`config.mk`:
```
export PLATFORM = sky130hd
export DESIGN_NAME = npz_num
export DESIGN_NICKNAME = d
export VERILOG_FILES = /design/src/sv/npz_pkg.sv /design/src/sv/npz_num.sv
export SDC_FILE = /design/constraint.sdc
export NUM_CORES = 2
export LEC_CHECK = 0
export ABC_AREA = 0
export CAP_MARGIN = 20
export CORE_ASPECT_RATIO = 0.9
export CORE_MARGIN = 3
export CORE_UTILIZATION = 65
export CTS_CLUSTER_DIAMETER = 80
export DETAILED_ROUTE_END_ITERATION = 6
export DONT_BUFFER_PORTS = 1
export GPL_ROUTABILITY_DRIVEN = 0
export MAX_ROUTING_LAYER = met4
export PLACE_DENSITY_LB_ADDON = 0.05
export SYNTH_ARGS = -nofsm -noshare
export SYNTH_HDL_FRONTEND = slang
export SYNTH_SLANG_ARGS = --single-unit
```
`constraint.sdc`:
```
create_clock -name clk -period 6.3 [get_ports clk]
set_input_delay 0.945 -clock clk [delete_from_list [all_inputs] [get_ports clk]]
set_output_delay 0.945 -clock clk [all_outputs]
set_load 0.05 [all_outputs]
```
`src/sv/npz_pkg.sv`:
```
// ----------------------------------------------------------------------------
// npz_pkg
// Widths, payload types and cell records for the W-mass pz solver.
// ----------------------------------------------------------------------------
package npz_pkg;

	// field widths
	localparam int MOM_W  = 24;
	localparam int E_W    = 23;
	localparam int W_W    = 20;
	localparam int OUT_W  = 32;
	localparam logic [W_W-1:0] W_RESET = 20'd5144;

	// front end arithmetic
	localparam int PROD_W = 2 * MOM_W;
	localparam int EE_W   = 2 * E_W;
	localparam int WW_W   = 2 * W_W;
	localparam int A2_W   = 50;
	localparam int A2M_W  = A2_W - 1;
	localparam int A2L_W  = 25;
	localparam int A2H_W  = A2M_W - A2L_W;
	localparam int D_W    = 47;
	localparam int DM_W   = 47;
	localparam int DL_W   = 24;
	localparam int DH_W   = DM_W - DL_W;
	localparam int MET_W  = 48;
	localparam int ML_W   = 24;
	localparam int MH_W   = MET_W - ML_W;
	localparam int T1_W   = 98;
	localparam int T2_W   = 96;
	localparam int B_W    = 72;

	// square root chain
	localparam int Q_W    = 100;
	localparam int S_W    = Q_W / 2;
	localparam int SL_W   = 25;
	localparam int SH_W   = S_W - SL_W;
	localparam int REM_W  = S_W + 2;
	localparam int SQRT_CELLS = S_W;

	// numerators and divide chain
	localparam int RP_W   = E_W + SL_W;
	localparam int R_W    = 73;
	localparam int N_W    = 75;
	localparam int NM_W   = N_W - 1;
	localparam int NR_W   = 75;
	localparam int DEN_W  = DM_W + 1;
	localparam int QUO_W  = 33;
	localparam int DIV_CELLS = QUO_W;
	localparam int NLANE  = 2;

	localparam logic [QUO_W-1:0] POS_LIM = 33'h0_7FFF_FFFF;
	localparam logic [QUO_W-1:0] NEG_LIM = 33'h0_8000_0000;
	localparam logic [OUT_W-1:0] OUT_MAX = 32'h7FFF_FFFF;
	localparam logic [OUT_W-1:0] OUT_MIN = 32'h8000_0000;

	typedef struct packed {
		logic signed [MOM_W-1:0] vis_px;
		logic signed [MOM_W-1:0] vis_py;
		logic signed [MOM_W-1:0] vis_pz;
		logic [E_W-1:0]          vis_energy;
		logic signed [MOM_W-1:0] miss_px;
		logic signed [MOM_W-1:0] miss_py;
	} npz_in_t;

	typedef struct packed {
		logic signed [OUT_W-1:0] pz_small;
		logic signed [OUT_W-1:0] pz_large;
		logic                    no_real_root;
		logic                    zero_denominator;
		logic                    saturated;
	} npz_out_t;

	// per-item values that ride along the root chain
	typedef struct packed {
		logic [E_W-1:0]  e;
		logic [B_W-1:0]  bmag;
		logic            bneg;
		logic [DM_W-1:0] dm;
		logic            dzero;
		logic            noroot;
	} side_t;

	typedef struct packed {
		logic [REM_W-1:0] rem;
		logic [S_W-1:0]   root;
		logic [Q_W-1:0]   qsh;
		side_t            side;
	} sqrt_t;

	typedef struct packed {
		logic [DEN_W-1:0] rem;
		logic [QUO_W-1:0] nlow;
		logic [QUO_W-1:0] quot;
		logic             neg;
		logic             ovf;
	} lane_t;

	// lane 0 carries the smaller-magnitude root, lane 1 the larger
	typedef struct packed {
		logic [DEN_W-1:0]       den;
		logic                   dzero;
		logic                   noroot;
		lane_t [NLANE-1:0]      lane;
	} div_t;

endpackage

```
`src/sv/npz_num.sv`:
```
// ----------------------------------------------------------------------------
// npz_num
// Seven-stage middle section: E*s, the two numerators, magnitude order,
// rounding offset and overflow check that seed the divide chain.
// ----------------------------------------------------------------------------
module npz_num (
	input  logic            clk,
	input  logic            arst_n,
	input  logic            en,
	input  logic            up_valid,
	input  npz_pkg::sqrt_t  up,
	output logic            dn_valid,
	output npz_pkg::div_t   dn
);
	import npz_pkg::*;

	logic v_s1, v_s2, v_s3, v_s4, v_s5, v_s6, v_s7;

	logic [RP_W-1:0]        rlo_s1, rhi_s1;
	side_t                  side_s1;
	logic [R_W-1:0]         rmag_s2;
	side_t                  side_s2;
	logic signed [N_W-1:0]  nm_s3, np_s3;
	logic [DM_W-1:0]        dm_s3, dm_s4, dm_s5, dm_s6;
	logic                   dzero_s3, dzero_s4, dzero_s5, dzero_s6;
	logic                   noroot_s3, noroot_s4, noroot_s5, noroot_s6;
	logic [NM_W-1:0]        magm_s4, magp_s4;
	logic                   negm_s4, negp_s4;
	logic [NM_W-1:0]        mag_s5 [NLANE];
	logic                   neg_s5 [NLANE], neg_s6 [NLANE];
	logic [NR_W-1:0]        n_s6 [NLANE];
	logic signed [N_W-1:0]  b_sgn;
	logic                   m_lt, m_gt;
	div_t                   nxt;

	always_ff @(posedge clk or negedge arst_n) begin
		if (!arst_n) begin
			v_s1 <= 1'b0;
			v_s2 <= 1'b0;
			v_s3 <= 1'b0;
			v_s4 <= 1'b0;
			v_s5 <= 1'b0;
			v_s6 <= 1'b0;
			v_s7 <= 1'b0;
		end else if (en) begin
			v_s1 <= up_valid;
			v_s2 <= v_s1;
			v_s3 <= v_s2;
			v_s4 <= v_s3;
			v_s5 <= v_s4;
			v_s6 <= v_s5;
			v_s7 <= v_s6;
		end
	end

	// partial products of E * s
	always_ff @(posedge clk) begin
		if (en) begin
			rlo_s1  <= up.side.e * up.root[SL_W-1:0];
			rhi_s1  <= up.side.e * up.root[S_W-1:SL_W];
			side_s1 <= up.side;
		end
	end

	always_ff @(posedge clk) begin
		if (en) begin
			rmag_s2 <= (R_W'(rhi_s1) << SL_W) + R_W'(rlo_s1);
			side_s2 <= side_s1;
		end
	end

	// Nm = b - E*s, Np = b + E*s with the sign of d folded into b
	assign b_sgn = side_s2.bneg ? -N_W'(side_s2.bmag) : N_W'(side_s2.bmag);

	always_ff @(posedge clk) begin
		if (en) begin
			nm_s3     <= b_sgn - N_W'(rmag_s2);
			np_s3     <= b_sgn + N_W'(rmag_s2);
			dm_s3     <= side_s2.dm;
			dzero_s3  <= side_s2.dzero;
			noroot_s3 <= side_s2.noroot;
		end
	end

	always_ff @(posedge clk) begin
		if (en) begin
			magm_s4   <= nm_s3[N_W-1] ? NM_W'(-nm_s3) : NM_W'(nm_s3);
			magp_s4   <= np_s3[N_W-1] ? NM_W'(-np_s3) : NM_W'(np_s3);
			negm_s4   <= nm_s3[N_W-1];
			negp_s4   <= np_s3[N_W-1];
			dm_s4     <= dm_s3;
			dzero_s4  <= dzero_s3;
			noroot_s4 <= noroot_s3;
		end
	end

	// order by exact magnitude; a tie sends Np to both lanes
	assign m_lt = (magm_s4 < magp_s4);
	assign m_gt = (magm_s4 > magp_s4);

	always_ff @(posedge clk) begin
		if (en) begin
			mag_s5[0] <= m_lt ? magm_s4 : magp_s4;
			neg_s5[0] <= m_lt ? negm_s4 : negp_s4;
			mag_s5[1] <= m_gt ? magm_s4 : magp_s4;
			neg_s5[1] <= m_gt ? negm_s4 : negp_s4;
			dm_s5     <= dm_s4;
			dzero_s5  <= dzero_s4;
			noroot_s5 <= noroot_s4;
		end
	end

	// add half the denominator for round half away from zero
	always_ff @(posedge clk) begin
		if (en) begin
			for (int i = 0; i < NLANE; i++) begin
				n_s6[i]   <= NR_W'(mag_s5[i]) + NR_W'(dm_s5);
				neg_s6[i] <= neg_s5[i];
			end
			dm_s6     <= dm_s5;
			dzero_s6  <= dzero_s5;
			noroot_s6 <= noroot_s5;
		end
	end

	// seed the divide: flag quotients past the lane width
	always_comb begin
		nxt.den    = {dm_s6, 1'b0};
		nxt.dzero  = dzero_s6;
		nxt.noroot = noroot_s6;
		for (int i = 0; i < NLANE; i++) begin
			nxt.lane[i].rem  = DEN_W'(n_s6[i][NR_W-1:QUO_W]);
			nxt.lane[i].nlow = n_s6[i][QUO_W-1:0];
			nxt.lane[i].quot = '0;
			nxt.lane[i].neg  = neg_s6[i];
			nxt.lane[i].ovf  = (DEN_W'(n_s6[i][NR_W-1:QUO_W]) >= {dm_s6, 1'b0});
		end
	end

	always_ff @(posedge clk) begin
		if (en) begin
			dn <= nxt;
		end
	end

	assign dn_valid = v_s7;

endmodule

```
Yosys cells after proc, flatten, opt, wreduce, memory -nomap -nowiden:

Memory sizes are Yosys's and may differ from the RTL's. A register that Yosys moved wholly into a read port is not among the register bits.
Index checks and enable logic that the tools add are counted.

* bits in latches: 0
* word-level logic and storage cells: 74
* memories: 4
* RAM bits: 302
* register bits: 1117
* bits in read-only memories: 0

* add/subtract/negate cells: 8
* equality and inequality tests: 0
* $mul: 2
* divide/modulo/power cells: 0
* shift operators: 0
* $lt $le $gt $ge: 4
* reduce and logical (&&, ||, !) cells: 0
* muxes and demuxes: 9
* bitwise logic cells: 0

Memory list
* n_s6: words 2, width 75, rd ports 2, clocked after Yosys merged registers in 0, wr ports 2, line npz_num.sv:31 `logic [NR_W-1:0] n_s6 [NLANE];`
* mag_s5: words 2, width 74, rd ports 2, clocked after Yosys merged registers in 0, wr ports 2, line npz_num.sv:29 `logic [NM_W-1:0] mag_s5 [NLANE];`
* neg_s5: words 2, width 1, rd ports 2, clocked after Yosys merged registers in 0, wr ports 2, line npz_num.sv:30 `logic neg_s5 [NLANE], neg_s6 [NLANE];`
* neg_s6: words 2, width 1, rd ports 2, clocked after Yosys merged registers in 2, wr ports 2, line npz_num.sv:30

Operators with widths (number)
* two-way mux 74 bit: 4
* adder 74 x 47 -> 75 bit: 2
* negator 74 bit: 2
* >= comparator 42 x 48 -> 1 bit: 2
* multiplier 23 x 25 -> 48 bit: 2
* adder 75 x 73 -> 75 bit: 1
* two-way mux 75 bit: 1
* negator 72 -> 75 bit: 1
* subtractor 75 x 73 -> 75 bit: 1
* greater-than comparator 74 bit: 1
* < comparator 74 bit: 1
* adder 73 x 48 -> 73 bit: 1
* two-way mux 1 bit: 4

Longest topological paths before layout:

* word-level depth: 3
* gate-level depth with buffers: 28

Least setup slack after synthesis:

No wires, ideal clock.

* path kind: input -> register
* start point: input up[124] (netlist bit)
* end point: register rlo_s1[47], data pin
* stages: 26
* path buffers: 2
* library setup time: 265 ps
* data required time: 6035 ps
* arrival time: 7313 ps
* path slack: -1279 ps
* cell sequence: clkbuf_1 > clkbuf_1 > nand2_1 > fa_1 > fa_1 > fa_1 > inv_1 > fa_1 > inv_1 > fa_1 > inv_1 > fa_1 > inv_1 > fa_1 > inv_1 > ha_1 > nand2_1 > o21ai_0 > a221oi_1 > nand3_1 > o21ai_0 > o21ai_0 > a21oi_1 > o21ai_0 > a221oi_1 > xnor2_1

* cells in the longest elaborated chain, start to end: 1

RTL lines
* from (decl): line npz_num.sv:11 `input npz_pkg::sqrt_t up,`
* multiplier 23 x 25 -> 48 bit: line npz_num.sv:59 `rlo_s1 <= up.side.e * up.root[SL_W-1:0];`
* to (signal assigned): line npz_num.sv:59
* to (decl): line npz_num.sv:19 `logic [RP_W-1:0] rlo_s1, rhi_s1;`

No other way between the ends.
A chain may end at the register's enable or synchronous reset.

Worst setup path after layout:

* start point: input up[126] (netlist bit)
* end point: register rlo_s1[42], data pin

The elaborated chain is that of the path after synthesis.

==> summary.txt <==
R2R setup slack = 0.31 ns
clock sink count = 1416
dpl hpwl = 191.4 mm
vias in the first global route = 72.73k
kind of critical path = in2reg
grt total ovfl = 0
largest area contributor in the netlist = edfxtp_1
CP bufs+invs = 6
share of layout cells above drive strength 1 = 0.08790
Hold Path Cell Cnt = 0
max incr delay on CP = 0.55 ns
CTS root buf = clkbuf_16
largest net degree at the start of global routing = 1417
fin crit period = 6.414 ns
CP max stage cell = fa_1
Max H-tree Level = 4
Area growth, synth to finish = 8.366%
CP Capture Type = flop
crit path DAT = 6.90 ns
Final Util = 0.7136
CTS tree = done
Yosys reg bits = 1416
failing checks = design-rule violations, negative setup slack
nets@finish = 11.90k
Top cell by count, worst path = fa_1
synth top area cells = edfxtp_1, fa_1, ha_1
most frequent cell after synthesis = edfxtp_1
die area = 170000 sq um
Fillers = 11.46k
FF-to-FF path depth = 25
Initial Util = 0.6586
average size of a mapped cell = 11.00 sq um
ANT nets after route = 0
status = finished, violations left
Synthesis Warnings = 0
per-cell routed wire length = 21.13 um
sequential fraction of the synthesis area = 0.3960
worst path required time = 6.79 ns
RSZ-0062 raised after global routing = true
dpl cells = 11.79k
MaxCap Viol Count = 0
Rows = 140
die span in y = 391.4 um
Vias = 71.20k
Vias per Instance = 5.908
Port Buffers = 0
Final setup viols = 13
Max-Slew Margin vs Limit = 0.06435
Final Non-Filler Cells = 12.05k
Die W = 434.2 um
Hold WC Path Type = in2reg
total CTS buffers = 134
Ports = 634
CTS Buffer Depth = 3
top cell type's share of synthesized area = 0.3944
Cells after Synth = 9752
critical path depth = 24
Post-Layout Inst Area = 116300 sq um
Worst setup SP type = primary input
critical path, cell by cell = nand2_4 > fa_1 > inv_1 > fa_1 > fa_1 > ha_2 > inv_2 > fa_1 > inv_2 > fa_1 > inv_2 > fa_1 > inv_2 > ha_4 > inv_4 > a2111oi_2 > or3_4 > o2111a_1 > o41a_1 > a221oi_2 > o31a_1 > nor2b_4 > o21ai_2 > xnor2_1
final worst slack = -0.1139 ns
Critical Path Fanout Max = 50
Reg clk slew, reported paths = 0.06 ns
fmax = 155.9 MHz
asr flop ratio synth = 0.004944
first-pass GRT wire length = 397.1 mm
final worst path period share = 1.018
cell area after synthesis = 107300 sq um
Fin Clk Skew = 0.05018 ns
GRT Total Usage = 0.3097
WL final = 254.6 mm
CORE AREA = 162900 sq um
first-pass iteration count of the detailed router = 7
Netlist cell types = 87
initial drt markers = 6087
Top FF cell, synth = edfxtp_1
Final Hold Fails = 0
DRC violations left = 2
hold slack = 0.2591 ns
actual slew at the worst max-slew pin = 1.403 ns
Post-synth top cells = edfxtp_1, inv_1, nand2_1, fa_1, ha_1
fin. max-slew vios = 0
dpl cell area = 110900 sq um
EDFF count, synth = 1409
cell family contributing the most delay on the critical path = adder cells
Skew-Pair Late Insertion Delay = 0.78 ns
initial antenna violation count = 5
==> through the flow <==
step                      setup slack (ns)  TNS [ns]
final                              -0.1139   -0.7740
after global routing               -0.3134    -3.644
after CTS                         -0.03106  -0.04247
after detailed placement            -1.045    -40.82
after global placement             -0.9975    -36.12
after floorplan                    -0.7890    -22.75
==> repair_timing <==
action | 4_1_cts | 5_1_grt
setup endpoints to repair | 22 | 55
setup buffers | 7 | 10
pin swaps | 31 | 118
cloned | 0 | 0
hold buffers | 1 | 0
endpoints found under the hold margin | 7 | 0
resized for setup | 27 | 143
==> state kept, by name (all words and copies together) (netlist names), 74 cells and up <==
signal,cells
mag_s5,147
nm_s3,75
dn,202
np_s3,74
magm_s4,74
n_s6,149
side_s1,122
side_s2,122
==> layout make-up <==
cell class,count,area (sq um),share of cell area
inverters,1408,5288,0.04548
diodes,1,2.502,0.00002152
clock inverters,80,1022,0.008793
flip-flops and latches,1416,42490,0.3654
repair buffers,314,2500,0.02150
multi-input cells,6540,58790,0.5057
well taps,2130,2665,0.02292
clock buffers,162,3501,0.03011
==> logic make-up (layout without fill, tap and decap cells) <==
group	count (synthesis)	count (layout)	synth area share
other cells	1	80	0.00003495
xor+xnor	622	622	0.05078
buf+inv	1874	1964	0.06845
flops	1416	1416	0.3960
compound gates	1553	1553	0.09218
mux	83	83	0.008700
simple gates	2470	2470	0.1142
fa+ha+maj	1733	1733	0.2696
==> path summary, 6_finish.rpt <==
check,end,startpoint
setup reg to reg,nm_s3[72],side_s2[54]
hold / removal,side_s1[1],up[1]
hold reg to reg,noroot_s5,noroot_s4
max in group asynchronous,v_s1,arst_n
setup / recovery,rlo_s1[42],up[126]
min in group asynchronous,v_s6,arst_n
==> cell usage in the layout, fill, tap and decap left out, types with 34 or more instances in the layout <==
master / count
edfxtp_1: 1409
inv_1: 1365
nand2_1: 980
fa_1: 937
ha_1: 740
xnor2_1: 518
and2_1: 508
a21oi_1: 399
o21ai_0: 348
buf_4: 304
nor2_1: 288
a21o_1: 190
clkbuf_16: 136
xor2_1: 103
nand3_1: 91
nand4_1: 91
o21bai_1: 88
o31ai_1: 85
mux2_2: 82
conb_1: 79
nor3_1: 65
nand2b_1: 61
and3_1: 55
nor4_1: 53
nor2b_1: 52
a31oi_1: 51
o21a_1: 48
or3_1: 43
inv_2: 38
or4_1: 38
o211ai_1: 37
o41ai_1: 34
==> metal layers <==
| layer | global-route usage | part of all wire | vias up |
|---|---|---|---|
| met1 | 0.4024 | 0.41 | 34600 |
| met4 | 0.1289 | 0.049 | 0 |
| met5 | - | 0 | - |
| met2 | 0.4879 | 0.46 | 3244 |
| met3 | 0.05086 | 0.081 | 614 |
| li1 | - | - | 32750 |
Power is left out: the tool's default activity adds up to more than one toggle a clock period on the data nets, which glitch-free logic cannot reach.
