$ cat src/sv/npz_pkg.sv
// ----------------------------------------------------------------------------
// npz_pkg
// Widths, payload types and cell records for the W-mass pz solver.
// ----------------------------------------------------------------------------
package npz_pkg;

	// field widths
	localparam int MOM_W  = 24;
	localparam int E_W    = 23;
	localparam int W_W    = 20;
	localparam int OUT_W  = 32;
	localparam logic [W_W-1:0] W_RESET = 20'd5144;

	// front end arithmetic
	localparam int PROD_W = 2 * MOM_W;
	localparam int EE_W   = 2 * E_W;
	localparam int WW_W   = 2 * W_W;
	localparam int A2_W   = 50;
	localparam int A2M_W  = A2_W - 1;
	localparam int A2L_W  = 25;
	localparam int A2H_W  = A2M_W - A2L_W;
	localparam int D_W    = 47;
	localparam int DM_W   = 47;
	localparam int DL_W   = 24;
	localparam int DH_W   = DM_W - DL_W;
	localparam int MET_W  = 48;
	localparam int ML_W   = 24;
	localparam int MH_W   = MET_W - ML_W;
	localparam int T1_W   = 98;
	localparam int T2_W   = 96;
	localparam int B_W    = 72;

	// square root chain
	localparam int Q_W    = 100;
	localparam int S_W    = Q_W / 2;
	localparam int SL_W   = 25;
	localparam int SH_W   = S_W - SL_W;
	localparam int REM_W  = S_W + 2;
	localparam int SQRT_CELLS = S_W;

	// numerators and divide chain
	localparam int RP_W   = E_W + SL_W;
	localparam int R_W    = 73;
	localparam int N_W    = 75;
	localparam int NM_W   = N_W - 1;
	localparam int NR_W   = 75;
	localparam int DEN_W  = DM_W + 1;
	localparam int QUO_W  = 33;
	localparam int DIV_CELLS = QUO_W;
	localparam int NLANE  = 2;

	localparam logic [QUO_W-1:0] POS_LIM = 33'h0_7FFF_FFFF;
	localparam logic [QUO_W-1:0] NEG_LIM = 33'h0_8000_0000;
	localparam logic [OUT_W-1:0] OUT_MAX = 32'h7FFF_FFFF;
	localparam logic [OUT_W-1:0] OUT_MIN = 32'h8000_0000;

	typedef struct packed {
		logic signed [MOM_W-1:0] vis_px;
		logic signed [MOM_W-1:0] vis_py;
		logic signed [MOM_W-1:0] vis_pz;
		logic [E_W-1:0]          vis_energy;
		logic signed [MOM_W-1:0] miss_px;
		logic signed [MOM_W-1:0] miss_py;
	} npz_in_t;

	typedef struct packed {
		logic signed [OUT_W-1:0] pz_small;
		logic signed [OUT_W-1:0] pz_large;
		logic                    no_real_root;
		logic                    zero_denominator;
		logic                    saturated;
	} npz_out_t;

	// per-item values that ride along the root chain
	typedef struct packed {
		logic [E_W-1:0]  e;
		logic [B_W-1:0]  bmag;
		logic            bneg;
		logic [DM_W-1:0] dm;
		logic            dzero;
		logic            noroot;
	} side_t;

	typedef struct packed {
		logic [REM_W-1:0] rem;
		logic [S_W-1:0]   root;
		logic [Q_W-1:0]   qsh;
		side_t            side;
	} sqrt_t;

	typedef struct packed {
		logic [DEN_W-1:0] rem;
		logic [QUO_W-1:0] nlow;
		logic [QUO_W-1:0] quot;
		logic             neg;
		logic             ovf;
	} lane_t;

	// lane 0 carries the smaller-magnitude root, lane 1 the larger
	typedef struct packed {
		logic [DEN_W-1:0]       den;
		logic                   dzero;
		logic                   noroot;
		lane_t [NLANE-1:0]      lane;
	} div_t;

endpackage

$ cat src/sv/npz_sqrt_cell.sv
// ----------------------------------------------------------------------------
// npz_sqrt_cell
// One digit of the integer square root: takes two radicand bits, yields
// one root bit, hands the partial root and remainder to the next cell.
// ----------------------------------------------------------------------------
module npz_sqrt_cell (
	input  logic            clk,
	input  logic            arst_n,
	input  logic            en,
	input  logic            up_valid,
	input  npz_pkg::sqrt_t  up,
	output logic            dn_valid,
	output npz_pkg::sqrt_t  dn
);
	import npz_pkg::*;

	logic             v_q;
	sqrt_t            st_q;
	logic [REM_W-1:0] r2, trial;
	logic             ge;

	// trial subtract of 4*root+1 from the shifted remainder
	assign r2    = {up.rem[REM_W-3:0], up.qsh[Q_W-1 -: 2]};
	assign trial = {up.root, 2'b01};
	assign ge    = (r2 >= trial);

	always_ff @(posedge clk or negedge arst_n) begin
		if (!arst_n) begin
			v_q <= 1'b0;
		end else if (en) begin
			v_q <= up_valid;
		end
	end

	// advance remainder, root and radicand
	always_ff @(posedge clk) begin
		if (en) begin
			st_q.rem  <= ge ? (r2 - trial) : r2;
			st_q.root <= {up.root[S_W-2:0], ge};
			st_q.qsh  <= {up.qsh[Q_W-3:0], 2'b00};
			st_q.side <= up.side;
		end
	end

	assign dn_valid = v_q;
	assign dn       = st_q;

endmodule

$ cat config.mk
export PLATFORM = sky130hd
export DESIGN_NAME = npz_sqrt_cell
export DESIGN_NICKNAME = d
export VERILOG_FILES = /design/src/sv/npz_pkg.sv /design/src/sv/npz_sqrt_cell.sv
export SDC_FILE = /design/constraint.sdc
export NUM_CORES = 1
export LEC_CHECK = 0
export BUFFER_PORTS_ARGS = -buffer_cell sky130_fd_sc_hd__buf_2
export CAP_MARGIN = 20
export CORE_AREA = 2 2 276 278
export DETAILED_ROUTE_END_ITERATION = 8
export DIE_AREA = 0 0 278 280
export PLACE_DENSITY = 0.46
export SLEW_MARGIN = 10
export SYNTH_ARGS = -nofsm -noshare
export SYNTH_HDL_FRONTEND = slang
export SYNTH_SLANG_ARGS = --single-unit
$ cat constraint.sdc
create_clock -name clk -period 2.3 [get_ports clk]
set_clock_uncertainty 0.1 [all_clocks]
set_input_delay 0.345 -clock clk [delete_from_list [all_inputs] [get_ports clk]]
set_output_delay 0.345 -clock clk [all_outputs]
set_load 0.01 [all_outputs]
[Word level (Yosys, flattened, before mapping)]
Index checks and enable logic that the tools add are counted.
W data, S select, Z words.
Storage, ports and cells
  flip-flop bits (word level): 346
  logic and storage cells: 13
Operators by class
  add/subtract/negate cells: 1
  $lt $le $gt $ge: 1
  mux-type cells: 1
Operator list (count)
  $ge A52 B52 Y1: 1
  $mux W52: 1
  $sub A52 B52 Y52: 1

[Logic depth before layout (Yosys ltp)]
Gate-level depths: netlist (run 1).
  depth after elaboration: 2
  mapped depth: 15
  mapped depth without buffers: 12

[Worst setup path before layout (run 1)]
OpenSTA, ideal clock, no wires.
  path type: input -> register
  start: input port up[266] (netlist name)
  end: register st_q (netlist bit dn[298]), data pin
  setup time: 0.260 ns
  data arrival time: 2.882 ns
  slack: -0.942 ns
  cell stages on the path: 12
  buffers on the path: 1
  path through: inv_1 ha_1 and3_1 and3_4 and4_4 nand4_1 o41a_1 a311o_1 o21a_1 inv_2 buf_6 mux2_2
On the way
  longest elaborated chain between the ends: 2
RTL lines
  start: declaration: line npz_sqrt_cell.sv:11  | input npz_pkg::sqrt_t up,
  $ge A52 B52 Y1: line npz_sqrt_cell.sv:25  | assign ge = (r2 >= trial);
  $mux W52: line npz_sqrt_cell.sv:38  | st_q.rem <= ge ? (r2 - trial) : r2;
  end: declaration: line npz_sqrt_cell.sv:18  | sqrt_t st_q;
No other way between the ends.
A chain may end at the register's enable or synchronous reset.

[Final worst setup path (run 1)]
  start: input port up[267] (netlist name)
  end: register st_q (netlist bit dn[311]), data pin
The elaborated chain is that of the path after synthesis.

==> results of run 1 <==
-- worst paths after layout --
check | cells past startpoint | endpoint | start
worst max-delay path | 14 | dn[311] | up[267]
worst min-delay path | 3 | dn[329] | up[327]
worst max register to register | 1 | dn_valid | dn_valid
worst min register to register | 1 | dn_valid | dn_valid
max in group asynchronous | 3 | dn_valid | arst_n
min in group asynchronous | 3 | dn_valid | arst_n
-- placed cells by master, fill, tap and decap left out, types with 38 or more instances in the layout --
cell type                       count
sky130_fd_sc_hd__edfxtp_1         345
sky130_fd_sc_hd__buf_4            253
sky130_fd_sc_hd__dlygate4sd3_1    302
sky130_fd_sc_hd__buf_2            685
sky130_fd_sc_hd__a21oi_2           38
sky130_fd_sc_hd__nand2_1           39
sky130_fd_sc_hd__a21oi_1           51
sky130_fd_sc_hd__clkbuf_16         45
sky130_fd_sc_hd__inv_1             52
sky130_fd_sc_hd__nor2_1            55
-- sequential cells by signal, summed over array words and instances (netlist names) --
name      flops
dn_valid      1
dn          345
-- report_power, final --
group          switching [W]  leakage, nW  total (W)  internal [W]
logic                0.00213         7.39    0.00422       0.00209
clock network        0.00274        0.683    0.00682       0.00409
registers           0.000157         3.39    0.00775       0.00759
-- cells by family (layout without fill, tap and decap cells) --
logic type,Yosys count,in the layout,synth area share
DFF,346,346,0.721
buffers and inverters,100,1422,0.0299
muxes,14,14,0.0109
other,1,14,0.000260
xor gates and xnor gates,43,43,0.0262
AOI/OAI and AO/OA,227,227,0.103
and+or+nand+nor,193,193,0.0633
adders and majority gates,52,52,0.0452
-- stage by stage --
step	total power [W]	worst slack (ps)	util	setup TNS, ps	instance area (um^2)
after global placement	0.0113	-1340	0.281	-60650	21100
final	0.0188	-500	0.354	-20900	26600
after detailed placement	0.0113	-1350	0.281	-62200	21100
after CTS	0.0190	-465	0.348	-20460	26100
after floorplan	0.00927	-737	-	-35210	14600
after global routing	0.0197	-538	0.353	-23020	26600
-- final cells by class --
| cell class | count | area [um^2] | share of cell area |
|---|---|---|---|
| sequential | 346 | 10400 | 0.391 |
| timing repair buffer | 1279 | 8950 | 0.337 |
| multi-input combinational | 531 | 4330 | 0.163 |
| tap | 978 | 1220 | 0.0460 |
| clock buffer | 54 | 1140 | 0.0428 |
| clock inverter | 25 | 274 | 0.0103 |
| inverter | 64 | 260 | 0.00979 |
| antenna | 12 | 30.0 | 0.00113 |
-- what timing repair did --
| action | in CTS | in global routing |
|---|---|---|
| pin swaps | 27 | 42 |
| cloned | 1 | 1 |
| hold buffers | 301 | 1 |
| buffers inserted | 11 | 9 |
| setup endpoints to repair | 53 | 53 |
| hold endpoints to repair | 300 | 1 |
| gates resized for setup | 97 | 79 |
-- routing by layer --
metal  part of all wire  vias to the layer above  GRT usage
met5             0.0013                        -          0
met4              0.030                       12     0.0495
met3              0.078                      106     0.0547
met2               0.51                      473      0.297
met1               0.38                     6420      0.182
li1                   -                     6295          -
==> impl_metrics.py, run 1 <==
metrics = {
    "run": {
        "drv_cap": 0,
    },
    "power": {
        "power.static_leakage_nw": 11.5,
        "ir_drop_uv": 470,
        "pwr_per_cell_area_nw_per_um2": 707,
    },
    "finish": {
        "fin_nets": 2668,
        "layout-area-overhead-vs-synth_pct": 84.6,
        "final-instance-count-excl-fill": 3289,
        "drive_above_1_share": 0.517,
        "fill_cells": 7446,
    },
    "placed_design": {
        "number_of_i_o_port_buffers": 694,
        "hpwlAfterDp_um": 54600,
        "gp_congestion": 0.910,
        "dp.cells": 2875,
    },
    "global_route": {
        "grt_pass1_vias": 14200,
        "antenna_found_initial": 26,
        "first_pass_grt_wire_length_um": 93800,
        "pin_count_of_the_biggest_net_entering_global_routing": 69,
        "grt.total_usage": 0.164,
        "globalRoute.totalOverflow": 0,
    },
    "clock_network": {
        "clock-sinks": 346,
        "cts_bufs_inserted": 43,
        "tritoncts": "done",
        "cts_max_level": 2,
        "cts.root.buffer_cell": "sky130_fd_sc_hd__clkbuf_16",
        "worstSkewPairLatency_ps": 550,
        "ctsLongestPathBuffers": 3,
        "clk_transition_reported_paths_ps": 60,
    },
    "timing": {
        "timing.fmax_mhz": 357,
        "final.setup.worst_slack_ps": -500,
        "setup_viol": 53,
        "slew_hr": 0.514,
        "hold_ws_ps": 41.2,
        "finalCritPeriodShare": 1.22,
        "timing.final.hold_violations": 0,
        "rsz0062_at_grt": "yes",
        "slew_at_the_pin_with_the_worst_max_slew_slack_ps": 721,
        "clock_period_minus_worst_slack_ps": 2800,
        "final-max-slew-violation-count": 0,
    },
    "yosys": {
        "synthDominantCellAreaShare": 0.719,
        "yosys_register_bits": 346,
        "yosysWarningCount": 0,
        "synth_ff_type": "sky130_fd_sc_hd__edfxtp_1",
        "netlist_area_um2": 14400,
        "synth_largest_area_cell": "sky130_fd_sc_hd__edfxtp_1",
        "most_numerous_cell_in_the_yosys_netlist": "sky130_fd_sc_hd__edfxtp_1",
        "synthTopCellsByArea": "sky130_fd_sc_hd__edfxtp_1 (72%), sky130_fd_sc_hd__ha_1 (4.5%), sky130_fd_sc_hd__a21oi_1 (2.6%)",
        "synthesis.area_per_instance_um2": 14.8,
        "synth.top_cells.by_count": "sky130_fd_sc_hd__edfxtp_1 (345), sky130_fd_sc_hd__a21oi_1 (76), sky130_fd_sc_hd__nor2_1 (72)",
        "asyncSetResetFlopFracSynth": 0.00289,
        "seq_area_frac_synth": 0.721,
        "synth_enable_flop_cells": 345,
        "postSynthCellCount": 976,
        "synth_cell_types": 65,
    },
    "detailed_routing": {
        "antenna_violating_nets_post_route": 0,
        "drt-wirelength-per-cell_um": 20.3,
        "drt-total-wl_um": 66900,
        "route.vias.total": 13300,
        "drt_iter0_drc": 713,
        "number_of_detailed_routing_iterations_run_before_antenna_repair": 7,
        "remaining_drc_errors": 0,
        "viasPerCell": 4.05,
    },
    "worst_setup_path": {
        "critical_path_class": "input port to register",
        "top_delay_family_on_crit_path": "compound AO/OA/AOI/OAI gates",
        "critical-path-slowest-cell": "sky130_fd_sc_hd__o41a_1",
        "arrival_ps": 3010,
        "crit_chain": "buf_8, inv_8, ha_4, buf_6, and3_4, and3_4, and4_4, nand4_1, o41a_1, a311o_1, o21a_2, clkinv_4, buf_12, mux2_4",
        "worstPathRequired_ps": 2510,
        "crit_top_cell": "sky130_fd_sc_hd__and3_4",
        "crit_path_max_incr_delay_ps": 430,
        "cp_num_buf_inv": 5,
        "reg2reg_setup_slack_ps": 1440,
        "end_kind": "register",
        "cp_max_fo": 12,
        "worstSetupStartpointType": "input port",
    },
    "status": {
        "status": "finished with violations",
        "failed_checks": "negative setup slack",
    },
    "hold_path": {
        "hold_path.class": "input port to register",
    },
    "floorplan": {
        "die_y_um": 280,
        "core.rowCount": 101,
        "coreArea_um2": 75200,
        "die-width_um": 278,
        "die-area_um2": 77800,
        "floorplan.initialDensity": 0.191,
        "io-pin-count": 699,
    },
}
Note: power is estimated with default switching activity, not from simulation.
==> run 2: changes to the inputs <==
Settings changed: CORE_AREA 2 2 276 278 to 4 4 270 272, DIE_AREA 0 0 278 280 to 0 0 274 276, HOLD_SLACK_MARGIN set to 0.1, PLACE_DENSITY 0.46 to 0.48.
==> run 2 against run 1 <==
Design area grew 1.3%. Sequential power about the same. Critical path depth is 2 lower. Largest power group unchanged. Register-to-register slack about the same. The run still ends with negative setup slack left. Global-route usage rose by 1.1 points. Critical endpoint is now dn[330]. Sequential share of layout area fell by 0.51 points. Largest cell class unchanged. Die area down 2.8%.
==> impl_metrics.py, run 2 (synthesis gave the netlist of run 1 again) <==
metrics = {
    "power": {
        "pwr_per_cell_area_nw_per_um2": 691,
        "ir_drop_uv": 479,
        "clock_power_share": 0.353,
        "power.share.sequential": 0.417,
        "logic_gate_share_of_total_power": 0.230,
        "power.static_leakage_nw": 11.6,
        "switchingPower_w": 0.00506,
        "fin_total_pwr_w": 0.0186,
        "cellInternalPower_w": 0.0136,
        "switching_share": 0.271,
    },
    "global_route": {
        "gr-usage-met3": 0.0657,
        "grt_pass1_vias": 14800,
        "grt.met1_usage": 0.194,
        "antenna_found_initial": 37,
        "globalRoute.totalOverflow": 0,
        "first_pass_grt_wire_length_um": 98700,
        "grt.total_usage": 0.176,
        "globalRoute.busiestLayer": "met2",
        "pin_count_of_the_biggest_net_entering_global_routing": 78,
        "grtUsageMet2": 0.315,
    },
    "placed_design": {
        "gp_congestion": 0.887,
        "number_of_i_o_port_buffers": 694,
        "place_worst_setup_slack_ps": -1170,
        "placed_area_um2": 21100,
        "hpwlAfterDp_um": 56500,
    },
    "hold_path": {
        "holdCritStartpoint": "up[344]",
        "timing.hold.worst_endpoint": "dn[346]",
        "timing.hold.worst_path_depth": 4,
        "hold_path.class": "input port to register",
    },
    "finish": {
        "drive_above_1_share": 0.514,
        "layout.core_utilization": 0.381,
        "final_cell_area_um2": 26900,
        "layout-area-overhead-vs-synth_pct": 87.1,
        "fin_nets": 2700,
        "fill_cells": 6895,
        "layout_commonest_cell": "sky130_fd_sc_hd__buf_2",
        "largest_reg_flops": 345,
        "mostFrequentLayoutCells": "sky130_fd_sc_hd__buf_2 (679), sky130_fd_sc_hd__edfxtp_1 (345), sky130_fd_sc_hd__dlygate4sd3_1 (343)",
    },
    "floorplan": {
        "core.rowCount": 98,
        "die-area_um2": 75600,
        "coreArea_um2": 70800,
        "die-width_um": 274,
        "floorplan.initialDensity": 0.204,
        "io-pin-count": 699,
        "die_y_um": 276,
    },
    "worst_setup_path": {
        "r2r_end": "dn_valid",
        "worstSetupStartpointType": "input port",
        "critical_path_class": "input port to register",
        "arrival_ps": 2880,
        "worstPathRequired_ps": 2510,
        "cp_max_fo": 6,
        "reg2reg_setup_slack_ps": 1440,
        "rr_worst_depth": 1,
        "worst_r2r_startpoint": "dn_valid",
        "end_kind": "register",
    },
    "clock_network": {
        "clk_transition_reported_paths_ps": 60,
        "ctsLongestPathBuffers": 3,
        "worstSkewPairLatency_ps": 560,
        "tritoncts": "done",
        "cts.root.buffer_cell": "sky130_fd_sc_hd__clkbuf_16",
        "cts_max_level": 2,
        "cts_bufs_inserted": 42,
        "clock-sinks": 346,
    },
    "detailed_routing": {
        "viasPerCell": 4.09,
        "route.vias.total": 13500,
        "antenna_violating_nets_post_route": 0,
        "drt-total-wl_um": 69600,
        "remaining_drc_errors": 0,
        "drt_iter0_drc": 641,
        "number_of_detailed_routing_iterations_run_before_antenna_repair": 5,
        "drt-wirelength-per-cell_um": 21.1,
    },
    "status": {
        "failed_checks": "negative setup slack",
        "status": "finished with violations",
    },
    "timing": {
        "final.setup.tns_ps": -14310,
        "finalCritPeriodShare": 1.16,
        "setup_viol": 53,
        "final-max-slew-violation-count": 0,
        "clock_period_minus_worst_slack_ps": 2670,
        "final.setup.worst_slack_ps": -371,
        "slew_at_the_pin_with_the_worst_max_slew_slack_ps": 575,
        "timing.fmax_mhz": 374,
        "rsz0062_at_grt": "yes",
        "slew_hr": 0.613,
        "timing.final.hold_violations": 0,
    },
    "run": {
        "drv_cap": 0,
    },
}
==> run 2: worst max-delay path by stage <==
stage / from / to / cells after the start
after floorplan: up[267] / dn[298] / 12
after global placement: up[245] / dn[319] / 14
after detailed placement: up[266] / dn[319] / 13
after CTS: up[317] / dn[346] / 13
after global routing: up[266] / dn[346] / 14
final: up[303] / dn[330] / 12
==> run 2: area by class of cell <==
class                      count  area [um^2]  share of cell area
multi-input combinational    531         4430               0.164
clock buffer                  49         1080              0.0400
tap                          950         1190              0.0441
sequential                   346        10400               0.386
timing repair buffer        1312         9250               0.343
clock inverter                26          284              0.0105
antenna                       24         60.1             0.00223
inverter                      64          265             0.00985
==> run 2: repair_timing <==
item	4_1_cts	5_1_grt
endpoints found under the setup margin	53	53
cloned	1	0
pin swaps	37	17
hold endpoints to repair	351	1
hold buffers	342	1
gates resized for setup	119	72
setup buffers	11	4
==> run 2: power by group through the flow <==
stage | Sequential [W] | Clock (W) | Combinational [W]
after floorplan | 0.00818 | 0 | 0.00109
after global placement | 0.00790 | 0 | 0.00346
after detailed placement | 0.00789 | 0 | 0.00347
after CTS | 0.00777 | 0.00681 | 0.00422
after global routing | 0.00782 | 0.00710 | 0.00462
final | 0.00777 | 0.00658 | 0.00428
==> run 2: metrics by stage <==
step,hold WS (ps),cells
2_1_floorplan,-50.6,977
3_3_place_gp,21.7,2846
3_5_place_dp,24.4,2846
4_1_cts,105,3274
5_1_grt,143,3294
6_report,140,3302
==> run 2: critical path, cell delays in order <==
cell,delay (ps)
sky130_fd_sc_hd__buf_2,130
sky130_fd_sc_hd__ha_4,290
sky130_fd_sc_hd__and3_4,180
sky130_fd_sc_hd__buf_4,100
sky130_fd_sc_hd__nand4_1,120
sky130_fd_sc_hd__buf_4,170
sky130_fd_sc_hd__o41a_1,400
sky130_fd_sc_hd__a311o_1,330
sky130_fd_sc_hd__o21a_2,230
sky130_fd_sc_hd__clkinv_4,90
sky130_fd_sc_hd__buf_4,190
sky130_fd_sc_hd__mux2_4,310
==> run 2: layer usage <==
| metal | wire, um | vias up |
|---|---|---|
| met5 | 136 | - |
| met4 | 1930 | 20 |
| met3 | 6330 | 115 |
| met2 | 35400 | 466 |
| met1 | 25800 | 6542 |
| li1 | - | 6365 |
