[config.mk]
export PLATFORM = sky130hd
export DESIGN_NAME = npz_div_cell
export DESIGN_NICKNAME = d
export VERILOG_FILES = /design/src/sv/npz_pkg.sv /design/src/sv/npz_div_cell.sv
export SDC_FILE = /design/constraint.sdc
export NUM_CORES = 1
export LEC_CHECK = 0
export BUFFER_PORTS_ARGS = -buffer_cell sky130_fd_sc_hd__buf_2
export CELL_PAD_IN_SITES_DETAIL_PLACEMENT = 2
export CELL_PAD_IN_SITES_GLOBAL_PLACEMENT = 2
export CORE_MARGIN = 2
export CORE_UTILIZATION = 33
export CTS_CLUSTER_SIZE = 40
export DETAILED_ROUTE_END_ITERATION = 8
export PLACE_DENSITY_LB_ADDON = 0.1
export SLEW_MARGIN = 20
export SYNTH_ARGS = -nofsm -noshare
export SYNTH_HDL_FRONTEND = slang
export SYNTH_SLANG_ARGS = --single-unit
[constraint.sdc]
create_clock -name clk -period 2.28 [get_ports clk]
set_clock_uncertainty 0.1 [all_clocks]
set_input_delay 0.57 -clock clk [delete_from_list [all_inputs] [get_ports clk]]
set_output_delay 0.57 -clock clk [all_outputs]
set_load 0.05 [all_outputs]
[src/sv/npz_pkg.sv]
// ----------------------------------------------------------------------------
// npz_pkg
// Widths, payload types and cell records for the W-mass pz solver.
// ----------------------------------------------------------------------------
package npz_pkg;

	// field widths
	localparam int MOM_W  = 24;
	localparam int E_W    = 23;
	localparam int W_W    = 20;
	localparam int OUT_W  = 32;
	localparam logic [W_W-1:0] W_RESET = 20'd5144;

	// front end arithmetic
	localparam int PROD_W = 2 * MOM_W;
	localparam int EE_W   = 2 * E_W;
	localparam int WW_W   = 2 * W_W;
	localparam int A2_W   = 50;
	localparam int A2M_W  = A2_W - 1;
	localparam int A2L_W  = 25;
	localparam int A2H_W  = A2M_W - A2L_W;
	localparam int D_W    = 47;
	localparam int DM_W   = 47;
	localparam int DL_W   = 24;
	localparam int DH_W   = DM_W - DL_W;
	localparam int MET_W  = 48;
	localparam int ML_W   = 24;
	localparam int MH_W   = MET_W - ML_W;
	localparam int T1_W   = 98;
	localparam int T2_W   = 96;
	localparam int B_W    = 72;

	// square root chain
	localparam int Q_W    = 100;
	localparam int S_W    = Q_W / 2;
	localparam int SL_W   = 25;
	localparam int SH_W   = S_W - SL_W;
	localparam int REM_W  = S_W + 2;
	localparam int SQRT_CELLS = S_W;

	// numerators and divide chain
	localparam int RP_W   = E_W + SL_W;
	localparam int R_W    = 73;
	localparam int N_W    = 75;
	localparam int NM_W   = N_W - 1;
	localparam int NR_W   = 75;
	localparam int DEN_W  = DM_W + 1;
	localparam int QUO_W  = 33;
	localparam int DIV_CELLS = QUO_W;
	localparam int NLANE  = 2;

	localparam logic [QUO_W-1:0] POS_LIM = 33'h0_7FFF_FFFF;
	localparam logic [QUO_W-1:0] NEG_LIM = 33'h0_8000_0000;
	localparam logic [OUT_W-1:0] OUT_MAX = 32'h7FFF_FFFF;
	localparam logic [OUT_W-1:0] OUT_MIN = 32'h8000_0000;

	typedef struct packed {
		logic signed [MOM_W-1:0] vis_px;
		logic signed [MOM_W-1:0] vis_py;
		logic signed [MOM_W-1:0] vis_pz;
		logic [E_W-1:0]          vis_energy;
		logic signed [MOM_W-1:0] miss_px;
		logic signed [MOM_W-1:0] miss_py;
	} npz_in_t;

	typedef struct packed {
		logic signed [OUT_W-1:0] pz_small;
		logic signed [OUT_W-1:0] pz_large;
		logic                    no_real_root;
		logic                    zero_denominator;
		logic                    saturated;
	} npz_out_t;

	// per-item values that ride along the root chain
	typedef struct packed {
		logic [E_W-1:0]  e;
		logic [B_W-1:0]  bmag;
		logic            bneg;
		logic [DM_W-1:0] dm;
		logic            dzero;
		logic            noroot;
	} side_t;

	typedef struct packed {
		logic [REM_W-1:0] rem;
		logic [S_W-1:0]   root;
		logic [Q_W-1:0]   qsh;
		side_t            side;
	} sqrt_t;

	typedef struct packed {
		logic [DEN_W-1:0] rem;
		logic [QUO_W-1:0] nlow;
		logic [QUO_W-1:0] quot;
		logic             neg;
		logic             ovf;
	} lane_t;

	// lane 0 carries the smaller-magnitude root, lane 1 the larger
	typedef struct packed {
		logic [DEN_W-1:0]       den;
		logic                   dzero;
		logic                   noroot;
		lane_t [NLANE-1:0]      lane;
	} div_t;

endpackage

[src/sv/npz_div_cell.sv]
// ----------------------------------------------------------------------------
// npz_div_cell
// One quotient bit of the restoring divide, for both root lanes.
// ----------------------------------------------------------------------------
module npz_div_cell (
	input  logic            clk,
	input  logic            arst_n,
	input  logic            en,
	input  logic            up_valid,
	input  npz_pkg::div_t   up,
	output logic            dn_valid,
	output npz_pkg::div_t   dn
);
	import npz_pkg::*;

	logic           v_q;
	div_t           st_q;
	div_t           nxt;
	logic [DEN_W:0] r2 [NLANE];
	logic           ge [NLANE];

	// shift in one numerator bit, subtract the denominator when it fits
	always_comb begin
		nxt = up;
		for (int i = 0; i < NLANE; i++) begin
			r2[i] = {up.lane[i].rem, up.lane[i].nlow[QUO_W-1]};
			ge[i] = (r2[i] >= {1'b0, up.den});
			nxt.lane[i].rem  = ge[i] ? DEN_W'(r2[i] - {1'b0, up.den}) : DEN_W'(r2[i]);
			nxt.lane[i].nlow = {up.lane[i].nlow[QUO_W-2:0], 1'b0};
			nxt.lane[i].quot = {up.lane[i].quot[QUO_W-2:0], ge[i]};
		end
	end

	always_ff @(posedge clk or negedge arst_n) begin
		if (!arst_n) begin
			v_q <= 1'b0;
		end else if (en) begin
			v_q <= up_valid;
		end
	end

	always_ff @(posedge clk) begin
		if (en) begin
			st_q <= nxt;
		end
	end

	assign dn_valid = v_q;
	assign dn       = st_q;

endmodule

==> run_results.csv, run 1 <==
group,metric,value,unit
outcome,status,"stopped before the end",
outcome,lastStage,"clock tree synthesis (4_1_cts)",
outcome,error_line,"[ERROR DPL-0033] detailed placement checks failed during check placement.",
clocking,ctsResizeCount,296,
clocking,clockBufferDepth,3,
clocking,cts_root_buffer,"clkbuf_16",
clocking,cts.sinks,281,
placement,port_buffers,564,
synth,syn_area,15300,sq um
synth,synth_cells,1370,
placement,dpl.cell_count,2958,
synth,synth_enable_flop_cells,280,
clocking,cts_made_buffers,35,
synth,yosysSeqAreaShare,55.0,%
synth,yosysUniqueCellTypes,84,
synth,avgSynthCellArea,11.2,sq um
synth,synthArstFlopShare,0.356,%
floorplan,fp.dieH,220,um
clocking,cts_htree_levels,2,
placement,gp_congestion,0.936,
synth,synth_flop_cell,"edfxtp_1",
clocking,post-cts-setup-buffer-count,55,
synth,ys_seq_elements,281,
floorplan,rows,78,
synth,ys_warn_count,0,
floorplan,pin_count,569,
floorplan,die_w,220,um
floorplan,start_util,33.6,%
clocking,cts_hold_buf,1,
placement,dp_hpwl,66.5,mm
==> cells in the mapped netlist, drive strengths merged (8+ instances only) <==
cell	instances	area, sq um
edfxtp	280	8410
a21oi	156	807
nor2	116	435
nand2	107	402
ha	96	1200
inv	86	323
o21ai	73	369
xnor2	45	394
a21o	43	323
buf	36	218
xor2	32	280
nor3	30	160
nand3	27	135
o21bai	20	150
a211oi	17	138
nand4	16	100
and3	12	82.6
clkbuf	12	48.8
nand2b	12	75.1
o211ai	12	90.1
o21a	12	90.1
nor2b	11	68.8
nor4	11	75.1
a31oi	10	62.6
and2	9	56.3
o211a	8	80.1
==> cell families after synthesis <==
family                   after synthesis  synth area share (%)
flip-flops                           281                  55.0
XOR/XNOR                              77                  4.40
multiplexers                           3                 0.212
AND/OR/NAND/NOR                      373                  11.5
adder cells (fa/ha/maj)               98                  8.09
other                                  1                0.0245
buffers and inverters                134                  3.84
AO/OA/AOI/OAI                        403                  16.9
==> stage by stage <==
| stage | setup slack (ps) | setup TNS (ps) | area, sq um |
|---|---|---|---|
| floorplan | -820 | -59310 | 16100 |
| global placement | -1350 | -121820 | 23000 |
| detailed placement | -1550 | -137290 | 23000 |
==> run 2: changes to the inputs <==
Settings changed: CELL_PAD_IN_SITES_DETAIL_PLACEMENT 2 to unset, CELL_PAD_IN_SITES_GLOBAL_PLACEMENT 2 to unset, CORE_UTILIZATION 33 to 20, CTS_CLUSTER_SIZE 40 to unset, PLACE_DENSITY_LB_ADDON 0.1 to 0.15.
==> run_results.csv, run 2 <==
group,metric,value,unit
outcome,status,"finished, violations left",
outcome,violations,"negative setup slack",
clocking,cts_htree_levels,2,
synth,yosys.area_share.simple,11.5,%
global_routing,grt_overflow,0,
setup_path,ff2ff_setup_slack,1420,ps
setup_path,critPathCaptureType,"register",
setup_path,path_cells,"buf_8 > clkinvlp_4 > ha_4 > buf_6 > a21o_1 > buf_4 > o211ai_1 > a21oi_2 > o21ai_4 > a211oi_4 > nor3_4 > clkinv_4 > buf_12 > buf_12 > buf_12 > nor2_4 > a21oi_2",
setup_path,crit_type,"in -> reg",
synth,synthAdderAreaFrac,8.09,%
min_path,hold_depth,1,
synth,ys_seq_elements,281,
final_layout,layout_commonest_cell,"buf_2",
sta,finalCritPeriodShare,130,%
global_routing,track_usage,16.6,%
pwr,vdd_drop_max,0.554,mV
global_routing,grt_pass1_wl,96.5,mm
route,ant_nets,0,
setup_path,cp-start-kind,"input pin",
sta,tns,-51770,ps
sta,drv_slew,0,
sta,setup_viol,98,
pwr,p_total,20000,uW
final_layout,largest_reg_flops,280,
synth,syn_area,15300,sq um
clocking,cts.sinks,281,
synth,synth_cells,1370,
final_layout,layout.cells.non_filler,3504,
setup_path,cp.required,2470,ps
clocking,clkLatencyLatePin,530,ps
synth,synthArstFlopShare,0.356,%
min_path,min_from,"up[158]",
floorplan,pin_count,569,
setup_path,critPathArrivalTime,3150,ps
floorplan,start_util,20.2,%
synth,synth_flop_cell,"edfxtp_1",
global_routing,antenna_found_initial,17,
final_layout,final_nets,2828,
synth,netlist_top_cells_count,"edfxtp_1, a21oi_1, nor2_1",
placement,placed_area,23500,sq um
setup_path,crit_family,"buffers and inverters",
sta,finalCriticalPeriod,2960,ps
placement,dpl.cell_count,3387,
sta,rsz0062_at_grt,"true",
synth,synthMuxAreaShare,0.212,%
pwr,seqPwrFrac,32.7,%
sta,hold_violations,0,
min_path,whs_endpoint,"dn[159]$_DFFE_PP_",
synth,yosysSeqAreaShare,55.0,%
placement,port_buffers,564,
sta,maxSlewHeadroom,58.9,%
final_layout,design_area,26800,sq um
synth,ys_warn_count,0,
clocking,clockBufferDepth,3,
placement,gp_congestion,0.841,
clocking,cts_made_buffers,37,
clocking,cts_tree,"built",
final_layout,synthToLayoutAreaGrowth,75.1,%
placement,pre_cts_slack,-1860,ps
route,drt_iter0_drc,607,
setup_path,rr_startpoint,"dn_valid$_DFFE_PN0P_",
floorplan,fp.dieH,281,um
synth,yosysUniqueCellTypes,84,
sta,max_freq,338,MHz
final_layout,final_layout_size_suffix_gt1_share,59.2,%
placement,dp_hpwl,55.6,mm
route,dr.pass1.iters,5,
setup_path,cpPeakStageDelay,290,ps
sta,layout_setup_ws,-678,ps
pwr,total_leakage_power,0.0116,uW
synth,synth_most_common_cell,"edfxtp_1",
synth,synth_top_area_share,54.8,%
route,wl_per_cell,19.7,um
setup_path,ff2ff_path_depth,1,
setup_path,crit_fanout,9,
final_layout,fillCellCount,7771,
route,viasPerCell,4.22,
setup_path,reg2reg_to,"dn_valid$_DFFE_PN0P_",
pwr,powerDensity,744,nW/um^2
min_path,holdCritPathClass,"in -> reg",
pwr,power_frac_comb,35.2,%
synth,synth_compound_area_share,16.9,%
global_routing,grt_max_degree,60,
floorplan,coreArea,75900,sq um
floorplan,die_area,78900,sq um
synth,synth_top_family_by_area,"compound AO/OA/AOI/OAI gates",
synth,avgSynthCellArea,11.2,sq um
route,drc,0,
route,routed_wl,68.9,mm
setup_path,slowest_stage,"ha_4",
route,num_vias,14800,
synth,yosys.area.top_type,"edfxtp_1",
global_routing,grt_pass1_vias,15500,
pwr,power.switching,6960,uW
setup_path,crit_top_cell,"buf_12",
floorplan,rows,101,
floorplan,die_w,281,um
synth,ys_top_cells_by_area,"edfxtp_1, ha_1, a21oi_1, nor2_1, nand2_1",
pwr,power.internal,13000,uW
clocking,clk_pin_slew,70,ps
synth,synth_xor_area_share,4.40,%
clocking,cts_root_buffer,"clkbuf_16",
sta,worst_slew_pin_slew,609,ps
synth,synth_enable_flop_cells,280,
final_layout,final_cell_mix,"buf_2, buf_4, edfxtp_1, nand2_1, a21oi_1",
flow_run,cap_violations,0,
pwr,p_clk_share,32.1,%
pwr,swShare,34.9,%
setup_path,crit_buf_inv,8,
-- run 2: cell counts after synthesis --
Identical to the previous run, type by type.
-- run 2: what timing repair did --
item | in CTS | in global routing
buffers inserted | 20 | 30
gates cloned | 3 | 5
endpoints found under the setup margin | 98 | 98
hold buffers | 1 | 0
pin swaps | 26 | 67
resized for setup | 152 | 218
hold endpoints to repair | 1 | 0
-- run 2: worst max path at each step --
stage,start,to,slack [ps],cells past startpoint
after CTS,up[238],dn[216]$_DFFE_PP_,-710,13
after floorplan,up[247],dn[224]$_DFFE_PP_,-820,12
after detailed placement,up[277],dn[102]$_DFFE_PP_,-1860,14
final,up[238],dn[199]$_DFFE_PP_,-680,17
after global routing,up[238],dn[108]$_DFFE_PP_,-750,15
after global placement,up[277],dn[102]$_DFFE_PP_,-1860,14
-- run 2: final cells by class --
| class | instances | area (sq um) | share of cell area (%) |
|---|---|---|---|
| clock buffer | 44 | 952 | 3.55 |
| timing repair buffer | 1081 | 7280 | 27.1 |
| tap | 1030 | 1290 | 4.80 |
| inverter | 86 | 467 | 1.74 |
| clock inverter | 21 | 340 | 1.27 |
| antenna | 4 | 10.0 | 0.0373 |
| timing repair inverter | 1 | 11.3 | 0.0419 |
| sequential | 281 | 8430 | 31.4 |
| multi-input combinational | 956 | 8070 | 30.1 |
-- run 2: kinds of logic after synthesis --
family,count (synthesis)
DFF,281
muxes,3
other,1
xor gates and xnor gates,77
AOI/OAI and AO/OA,403
buffers and inverters,134
and+or+nand+nor,373
adders and majority gates,98
-- run 2: per-layer routing --
metal | vias up | part of all wire (%) | track usage, %
li1 | 7281 | - | -
met1 | 6999 | 41 | 19.4
met2 | 403 | 50 | 29.4
met3 | 92 | 7.0 | 4.76
met4 | 18 | 2.3 | 4.28
met5 | - | 0.18 | 0
-- run 2: metrics by stage --
stage | utilization [%] | hold slack, ps
floorplan | - | 174
global placement | 31.0 | 247
detailed placement | 31.0 | 247
CTS | 33.8 | 41.7
global route | 35.4 | 60.1
finish | 35.4 | 97.2
-- run 2: power by group through the flow --
stage | logic (uW) | registers, uW | clock network, uW
3_3_place_gp | 6440 | 6650 | 0
6_report | 7030 | 6540 | 6410
5_1_grt | 7510 | 6590 | 6840
2_1_floorplan | 1920 | 8550 | 0
4_1_cts | 6710 | 6550 | 6700
3_5_place_dp | 6430 | 6650 | 0
Power figures use the tool's default switching activity.
==> run 3: changes to the inputs <==
Settings changed: BUFFER_PORTS_ARGS -buffer_cell sky130_fd_sc_hd__buf_2 to unset, CORE_ASPECT_RATIO set to 2, DONT_BUFFER_PORTS set to 1.
Clock period 2.28 ns to 2.4 ns, I/O delays scaled along.
==> run_results.csv, run 3 (same netlist as run 2, synthesis figures left out) <==
group,metric,value,unit
floorplan,coreArea,76000,sq um
final_layout,final_nets,2428,
floorplan,fp.dieH,396,um
floorplan,die_area,79100,sq um
setup_path,crit_family,"compound AO/OA/AOI/OAI gates",
pwr,vdd_drop_max,0.518,mV
floorplan,start_util,20.2,%
route,dr.pass1.iters,4,
setup_path,crit_fanout,6,
placement,port_buffers,0,
route,m1WireLength,25.2,mm
placement,placed_area,20400,sq um
route,top_layer,"met5",
route,wl_per_cell,26.2,um
global_routing,grt_overflow,0,
route,wl_met2,42.3,mm
route,drt_iter0_drc,412,
final_layout,layout_commonest_cell,"buf_4",
global_routing,grt_pass1_vias,14700,
sta,worst_slew_pin_slew,801,ps
floorplan,rows,143,
setup_path,critPathArrivalTime,3070,ps
setup_path,crit_buf_inv,5,
clocking,clkLatencyLatePin,590,ps
clocking,cts_tree,"built",
sta,setup_viol,98,
final_layout,synthToLayoutAreaGrowth,73.3,%
global_routing,grt_pass1_wl,106,mm
global_routing,track_usage,19.5,%
clocking,clockBufferDepth,3,
final_layout,final_cell_mix,"buf_4, edfxtp_1, dlygate4sd3_1, nand2_1, a21oi_1",
setup_path,slowest_stage,"a221o_1",
pwr,total_leakage_power,0.0103,uW
route,wl_met3,8.23,mm
sta,maxSlewHeadroom,46.6,%
sta,whs,62.7,ps
final_layout,design_area,26600,sq um
final_layout,multi_input_area,8930,sq um
setup_path,cpPeakStageDelay,350,ps
route,routed_wl,80.6,mm
min_path,holdCritPathClass,"in -> reg",
sta,drv_slew,0,
final_layout,seqCellArea,8430,sq um
pwr,powerDensity,676,nW/um^2
route,num_vias,13700,
outcome,violations,"negative setup slack",
route,drc,0,
sta,finalCriticalPeriod,2820,ps
sta,layout_setup_ws,-418,ps
floorplan,pin_count,569,
clocking,clk_pin_slew,60,ps
clocking,cts.sinks,281,
setup_path,crit_type,"in -> reg",
route,viasPerCell,4.45,
final_layout,largest_reg_flops,280,
sta,max_freq,355,MHz
setup_path,crit_top_cell,"a21oi_1",
global_routing,antenna_found_initial,20,
setup_path,critPathCaptureType,"register",
final_layout,fillCellCount,7488,
sta,hold_violations,0,
placement,dp_hpwl,64.7,mm
setup_path,cp.required,2650,ps
route,ant_nets,0,
sta,rsz0062_at_grt,"true",
global_routing,grt_max_degree,282,
setup_path,path_cells,"clkinvlp_4 > ha_4 > buf_4 > a21oi_1 > o21bai_1 > a21o_1 > a221o_1 > a211oi_2 > and2_4 > buf_12 > inv_12 > buf_16 > nor2_4 > a21oi_1",
placement,gp_congestion,0.860,
clocking,cts_made_buffers,29,
outcome,status,"finished, violations left",
floorplan,die_w,200,um
clocking,cts_htree_levels,1,
flow_run,cap_violations,0,
final_layout,final_layout_size_suffix_gt1_share,47.1,%
sta,finalCritPeriodShare,117,%
setup_path,cp-start-kind,"input pin",
clocking,cts_root_buffer,"clkbuf_16",
## run 3: cell count changes in the layout (fill, tap and decap cells not counted), sizes merged
cell	before	now
buf	1073	501
bufinv	9	6
clkbuf	51	35
clkinv	12	10
clkinvlp	2	16
diode	4	1
dlygate4sd3	1	183
inv	85	78
## run 3: report_power, final
| group | total (uW) | switching, uW | leakage (uW) | internal [uW] |
|---|---|---|---|---|
| sequential | 8180 | 2080 | 0.00275 | 6100 |
| combinational | 4690 | 2240 | 0.00702 | 2450 |
| clock | 5100 | 2200 | 0.000507 | 2900 |
## run 3: cell type report
type / count / share of cell area [%]
multi-input combinational: 956 / 33.6
sequential: 281 / 31.7
timing repair buffer: 689 / 24.0
tap: 1015 / 4.78
clock buffer: 30 / 2.74
inverter: 86 / 1.87
clock inverter: 23 / 1.18
timing repair inverter: 1 / 0.0612
antenna: 1 / 0.00942
## run 3: final timing paths
| path | startpoint | to | slack (ps) | cells after the start |
|---|---|---|---|---|
| min in group asynchronous | arst_n | dn_valid$_DFFE_PN0P_ | 110 | 1 |
| hold reg to reg | dn_valid$_DFFE_PN0P_ | dn_valid$_DFFE_PN0P_ | 840 | 1 |
| setup reg to reg | dn_valid$_DFFE_PN0P_ | dn_valid$_DFFE_PN0P_ | 1260 | 1 |
| max in group asynchronous | arst_n | dn_valid$_DFFE_PN0P_ | 1980 | 1 |
| hold / removal | up_valid | dn_valid$_DFFE_PN0P_ | 60 | 1 |
| setup / recovery | up[277] | dn[73]$_DFFE_PP_ | -420 | 14 |
## run 3: repair_timing
action                                  in CTS  in global routing
hold buffers                               183                  0
endpoints found under the setup margin      98                 98
cloned                                       9                  6
gates resized for setup                    304                230
buffers inserted                            48                 23
pin swaps                                  108                104
hold endpoints to repair                   183                  0
## run 3: routing by layer
metal	GRT usage [%]	vias up
met5	0	-
met4	10.8	16
met3	7.77	131
met2	36.9	562
met1	17.0	6531
li1	-	6462
## run 3: through the flow
step	TNS (ps)	utilization, %	total power [uW]	worst slack (ps)	std cells
2_1_floorplan	-50490	-	9940	-730	1371
3_3_place_gp	-129670	26.9	11700	-2030	2777
3_5_place_dp	-131560	26.9	11700	-2010	2777
4_1_cts	-29550	33.4	17900	-416	3064
5_1_grt	-37020	34.9	18700	-503	3081
6_report	-28490	35.0	18000	-418	3082
